### src/hw/rtl/lbtg_pkg.sv
`timescale 1ns / 1ps
`default_nettype none
package lbtg_pkg;
    localparam int SLOTS_DEF = 16;
    localparam logic [31:0] LEASE_RST = 32'd1000000000;
    localparam logic [31:0] RATIO_RST = 32'd65536;
    localparam logic [62:0] MASK63 = {63{1'b1}};

    typedef enum logic [2:0] {
        CMD_INTENT = 3'd0,
        CMD_PAUSE  = 3'd1,
        CMD_RESUME = 3'd2,
        CMD_SPEED  = 3'd3,
        CMD_RESET  = 3'd4,
        CMD_GRANT  = 3'd5
    } t_cmd;

    localparam logic [1:0] REG_LEASE = 2'd0;
    localparam logic [1:0] REG_SIM   = 2'd1;
    localparam logic [1:0] REG_RATIO = 2'd2;

    localparam logic [1:0] ACT_ACTIVE  = 2'd1;
    localparam logic [1:0] ACT_LEAVING = 2'd2;

    // controller to datapath
    typedef struct packed {
        logic load;     // capture item, do intent or control work
        logic clr;      // clear scan accumulators
        logic scan;     // visit one slot
        logic mul_lo;   // low partial product
        logic mul_hi;   // high partial product
        logic fin;      // finish grant
        logic emit;     // drive result strobe
    } t_ctl;

    // datapath to controller
    typedef struct packed {
        logic is_grant;
        logic scan_last;
    } t_sts;
endpackage
`default_nettype wire

### src/hw/rtl/lbtg_ctrl.sv
`timescale 1ns / 1ps
`default_nettype none
module lbtg_ctrl (
    input  wire               i_clk,
    input  wire               i_rst_n,
    input  wire               i_start,
    output logic              o_busy,
    input  lbtg_pkg::t_sts    i_sts,
    output lbtg_pkg::t_ctl    o_ctl
);
    typedef enum logic [5:0] {
        S_IDLE = 6'b000001,
        S_LOAD = 6'b000010,
        S_SCAN = 6'b000100,
        S_MLO  = 6'b001000,
        S_MHI  = 6'b010000,
        S_FIN  = 6'b100000
    } t_state;

    t_state r_state, n_state;

    // next state
    always_comb begin
        n_state = r_state;
        unique case (r_state)
            S_IDLE: if (i_start) n_state = S_LOAD;
            S_LOAD: n_state = i_sts.is_grant ? S_SCAN : S_IDLE;
            S_SCAN: if (i_sts.scan_last) n_state = S_MLO;
            S_MLO:  n_state = S_MHI;
            S_MHI:  n_state = S_FIN;
            S_FIN:  n_state = S_IDLE;
            default: n_state = S_IDLE;
        endcase
    end

    always_ff @(posedge i_clk) begin
        if (!i_rst_n) r_state <= S_IDLE;
        else          r_state <= n_state;
    end

    // commands
    always_comb begin
        o_busy       = (r_state != S_IDLE);
        o_ctl        = '0;
        o_ctl.load   = (r_state == S_IDLE) && i_start;
        o_ctl.clr    = (r_state == S_LOAD);
        o_ctl.emit   = ((r_state == S_LOAD) && !i_sts.is_grant) || (r_state == S_FIN);
        o_ctl.scan   = (r_state == S_SCAN);
        o_ctl.mul_lo = (r_state == S_MLO);
        o_ctl.mul_hi = (r_state == S_MHI);
        o_ctl.fin    = (r_state == S_FIN);
    end

    // a result only leaves from load or finish
    assert property (@(posedge i_clk) disable iff (!i_rst_n)
        o_ctl.emit |-> (r_state == S_LOAD || r_state == S_FIN))
        else $error("emit from wrong state");
    // scan is always followed by multiply when it ends
    assert property (@(posedge i_clk) disable iff (!i_rst_n)
        (r_state == S_SCAN && i_sts.scan_last) |=> r_state == S_MLO)
        else $error("scan exit broken");
    // no new item taken while busy
    assert property (@(posedge i_clk) disable iff (!i_rst_n)
        o_ctl.load |=> r_state == S_LOAD)
        else $error("load not followed");
endmodule
`default_nettype wire

### config.mk
export PLATFORM = sky130hd
export DESIGN_NAME = lbtg_ctrl
export DESIGN_NICKNAME = d
export VERILOG_FILES = /design/src/hw/rtl/lbtg_pkg.sv /design/src/hw/rtl/lbtg_ctrl.sv
export SDC_FILE = /design/constraint.sdc
export NUM_CORES = 1
export LEC_CHECK = 0
export BUFFER_PORTS_ARGS = -buffer_cell sky130_fd_sc_hd__buf_4
export CORE_AREA = 4 4 41 43
export CTS_CLUSTER_SIZE = 14
export DETAILED_ROUTE_END_ITERATION = 7
export DIE_AREA = 0 0 45 47
export SYNTH_ARGS = -nofsm -noshare
export SYNTH_HDL_FRONTEND = slang
export SYNTH_SLANG_ARGS = --single-unit
### constraint.sdc
create_clock -name i_clk -period 1.94 [get_ports i_clk]
set_input_delay 0.388 -clock i_clk [delete_from_list [all_inputs] [get_ports i_clk]]
set_output_delay 0.388 -clock i_clk [all_outputs]
set_load 0.01 [all_outputs]
== Word-level counts from Yosys, hierarchy flattened ==
Cells that the tools add are included.
Word-level totals
  logic and storage cells: 19
  flip-flop bits (word level): 6
  bits of input ports: 5
  output and inout bits: 8
Cells by class
  equality and inequality tests: 9
  reductions and logical operators: 5
  multiplexer cells: 4
Operators by type and width (count)
  $pmux W6 S5: 1
  $mux W6: 2
  $eq A6 B1 Y1 const B: 1
  $eq A6 B2 Y1 const B: 1
  $eq A6 B3 Y1 const B: 1
  $eq A6 B4 Y1 const B: 1
  $eq A6 B5 Y1 const B: 1
  $eq A6 B6 Y1 const B: 1
  $ne A6 B1 Y1 const B: 1
  $ne A2 B2 Y1 const B: 2
  $mux W3: 1
  $logic_and A1 B1 Y1: 2
  $reduce_and A2 Y1: 1
  $logic_not A1 Y1: 1
  $logic_or A1 B1 Y1: 1

== Longest topological paths before layout ==
  depth in word-level cells: 3
  depth in mapped cells: 3
  mapped depth without buffers: 3

== Least setup slack after synthesis ==
No wires, ideal clock.
  path kind: register -> output
  start: reg r_state[1]
  end: out o_ctl[6] in the netlist's numbering
  setup slack: 0.344 ns
  path buffers: 0
  stages on the path, launching flop included: 4
  required time: 1.552 ns
  arrival: 1.208 ns
  cells stage by stage: dfxtp_1 > or4_4 > nor2_1 > and2_1
RTL lines
  start: declaration: line lbtg_ctrl.sv:20  | t_state r_state, n_state;
  start signal: assignment: line lbtg_ctrl.sv:38  | else r_state <= n_state;
  end: declaration: line lbtg_ctrl.sv:9  | output lbtg_pkg::t_ctl o_ctl

==> metrics.txt <==
number of global-route vias before repair=338; Max Root-Sink Buffers=2; Mean Syn Cell Area=~9.3 sq um; pin count of the biggest net entering global routing=8; top cells by count, synth=dfxtp_1, nor2_1, nor3b_2; worst path required time=1.55 ns; Area after DPL=510 sq um; min-delay src=i_sts[0]; clock tree sinks=6; # IOs=13; die height=47 microns; CTS buffer count=3; CTS tree=built; Yosys top cell by area=dfxtp_1; WS Path Type=reg -> out; post-route DRC violation count=0; root buf cell=clkbuf_4; Rows=13; R2R setup slack=0.46 ns; Power Dens Cells=610 nW/um^2; Tcrit/Tclk final=0.979; routed vias=379; Largest regs=r_state (6); Syn Nets=48; crit-path max FO=7; antenna violations before repair=0; Initial Util=0.309; clk_lat worst skew=0.24 ns; Final min period=around 1.9 ns; storage element area=between 100 and 150 sq um; Iter 0 DRT Violations=3; RePlAce Congestion=0.742; max reg flops=6; post-layout net count=65; final setup violation count=0; arrival time of the worst setup path=1.51 ns; fill count=144; status=completed; skew final=between 0.0015 and 0.002 ns; Max Cap Viol=0; Yosys reg bits=6; Hold Crit Endpoint=r_state[3]$_SDFFE_PN0P_; TritonRoute pass-1 iters=3; final hold slack=0.396 ns; worst r2r path cells=3; grt ovf=0; H-tree levels=1; final antenna-violating net count=0; Place WS=~0.23 ns; yosys warns=0; Metal-1 WL=404 microns; final WL=929 microns; mean routed wirelength per cell=~13 microns; Design Area, Final=544 sq um; Top reg by flops=r_state; setup slack after layout=0.0403 ns; Syn Std Cell Area=between 400 and 500 sq um; Final Non-Filler Cells=73; commonest register cell after synthesis=dfxtp_1; post-synthesis sequential area ratio=0.299; Die ar.=around 2100 sq um; first-pass GRT wire length=1.47 mm; Reg-to-Reg End=r_state[0]$_SDFFE_PN1P_; Max VDD drop=approximately 0.36 mV; hold buffer count at CTS=0; RR Startpoint=r_state[4]$_SDFFE_PN0P_; Rel. slew slack=0.781; hold depth=3; share of synthesized registers carrying an async set or reset=0; Pleak=0.000221 uW; post-synth cell types=22; antenna cells=0; Chip Width=45 microns; DR WL met3=57 microns; dpl cells=70; core area=between 1000 and 1500 sq um; Multi-input gate area=278 sq um; CP endpoint kind=output pin; Hold Path Class=in -> reg; total track usage=0.0989; element type at the critical path start=flip-flop; Fmax achieved=526 MHz; Hold Vio Cnt, Final=0; via/cell ratio=5.19; EDFF count, synth=0; Slew Limit Fails=0; WL met2=between 400 and 500 microns; post-DP HPWL=approximately 680 microns; area fraction of the dominant cell type after synthesis=0.299; ranking of synthesized cells by area=dfxtp_1, nor3b_2, or4_4, nor2_1, o31ai_4; worst slew pin tran=0.328 ns; synthesis-to-finish area growth=35.5%; RSZ-0062 raised after global routing=true; # port buffers=12; postcts setup bufs=0; clk slew on worst S/H paths=0.04 ns; layout cells sized above 1=0.483; highest routed layer=met3; Syn Inst Count=43
-- placed cells by master (no fill, tap or decap), types with 2 or more instances in the layout --
cell type / n
buf_4: 12
nor2_1: 5
nor3b_2: 4
or4_4: 3
inv_1: 3
nor3_1: 3
clkbuf_4: 3
dfxtp_1: 3
dfxtp_2: 3
nand2b_1: 2
nor3b_1: 2
-- stage by stage --
| stage | total power [uW] | setup TNS, ns | utilization |
|---|---|---|---|
| floorplan | 188 | 0 | - |
| global placement | 218 | 0 | 0.392 |
| detailed placement | 217 | 0 | 0.392 |
| CTS | 336 | 0 | 0.413 |
| global route | 356 | -0.0318 | 0.418 |
| finish | 332 | 0 | 0.418 |
-- layer usage --
metal / track usage / vias up
met2: 0.153 / 10
li1: - / 189
met5: 0 / -
met4: 0.0175 / 0
met1: 0.114 / 180
met3: 0.0690 / 0
-- power by group --
group / total [uW] / leakage [uW] / switching, uW / internal (uW)
Clock: 112 / 0.0000138 / 42.3 / 69.8
Combinational: 83.3 / 0.000157 / 40.8 / 42.5
Sequential: 136 / 0.0000502 / 7.71 / 129
Total: 332 / 0.000221 / 90.8 / 241
-- repair_timing --
item | CTS | global route
pin swaps | 0 | 1
resized for setup | 2 | 3
endpoints found under the setup margin | 1 | 3
-- how the worst max path moves through the flow --
stage	start	end	slack (ns)
3_5_place_dp	r_state[1]$_SDFFE_PN0P_	o_ctl[6]	0.23
5_1_grt	r_state[2]$_SDFFE_PN0P_	o_ctl[6]	-0.02
4_1_cts	r_state[2]$_SDFFE_PN0P_	o_ctl[6]	0.008
6_report	r_state[2]$_SDFFE_PN0P_	o_ctl[6]	0.04
3_3_place_gp	r_state[1]$_SDFFE_PN0P_	o_ctl[6]	0.24
2_1_floorplan	r_state[1]$_SDFFE_PN0P_	o_ctl[6]	0.34
-- area by class of cell --
type,instances,area share
clock buffers,3,0.0414
flip-flops and latches,6,0.228
repair buffers,12,0.166
inverters,3,0.0207
well taps,15,0.0345
multi-input cells,34,0.510
-- critical path: stages, from the launching register on --
cell     delay, ns
dfxtp_2       0.34
or4_4         0.58
nor2_4        0.11
and2_1        0.13
buf_4         0.11
-- cell families (layout without fill, tap and decap cells) --
kind of cell    Yosys count  in the layout  synth area share
simple gates             27             27             0.486
flops                     6              6             0.299
compound gates            5              5             0.140
buf+inv                   3             18            0.0280
xor+xnor                  1              1            0.0218
mux                       1              1            0.0249
Note: power is estimated with default switching activity, not from simulation.
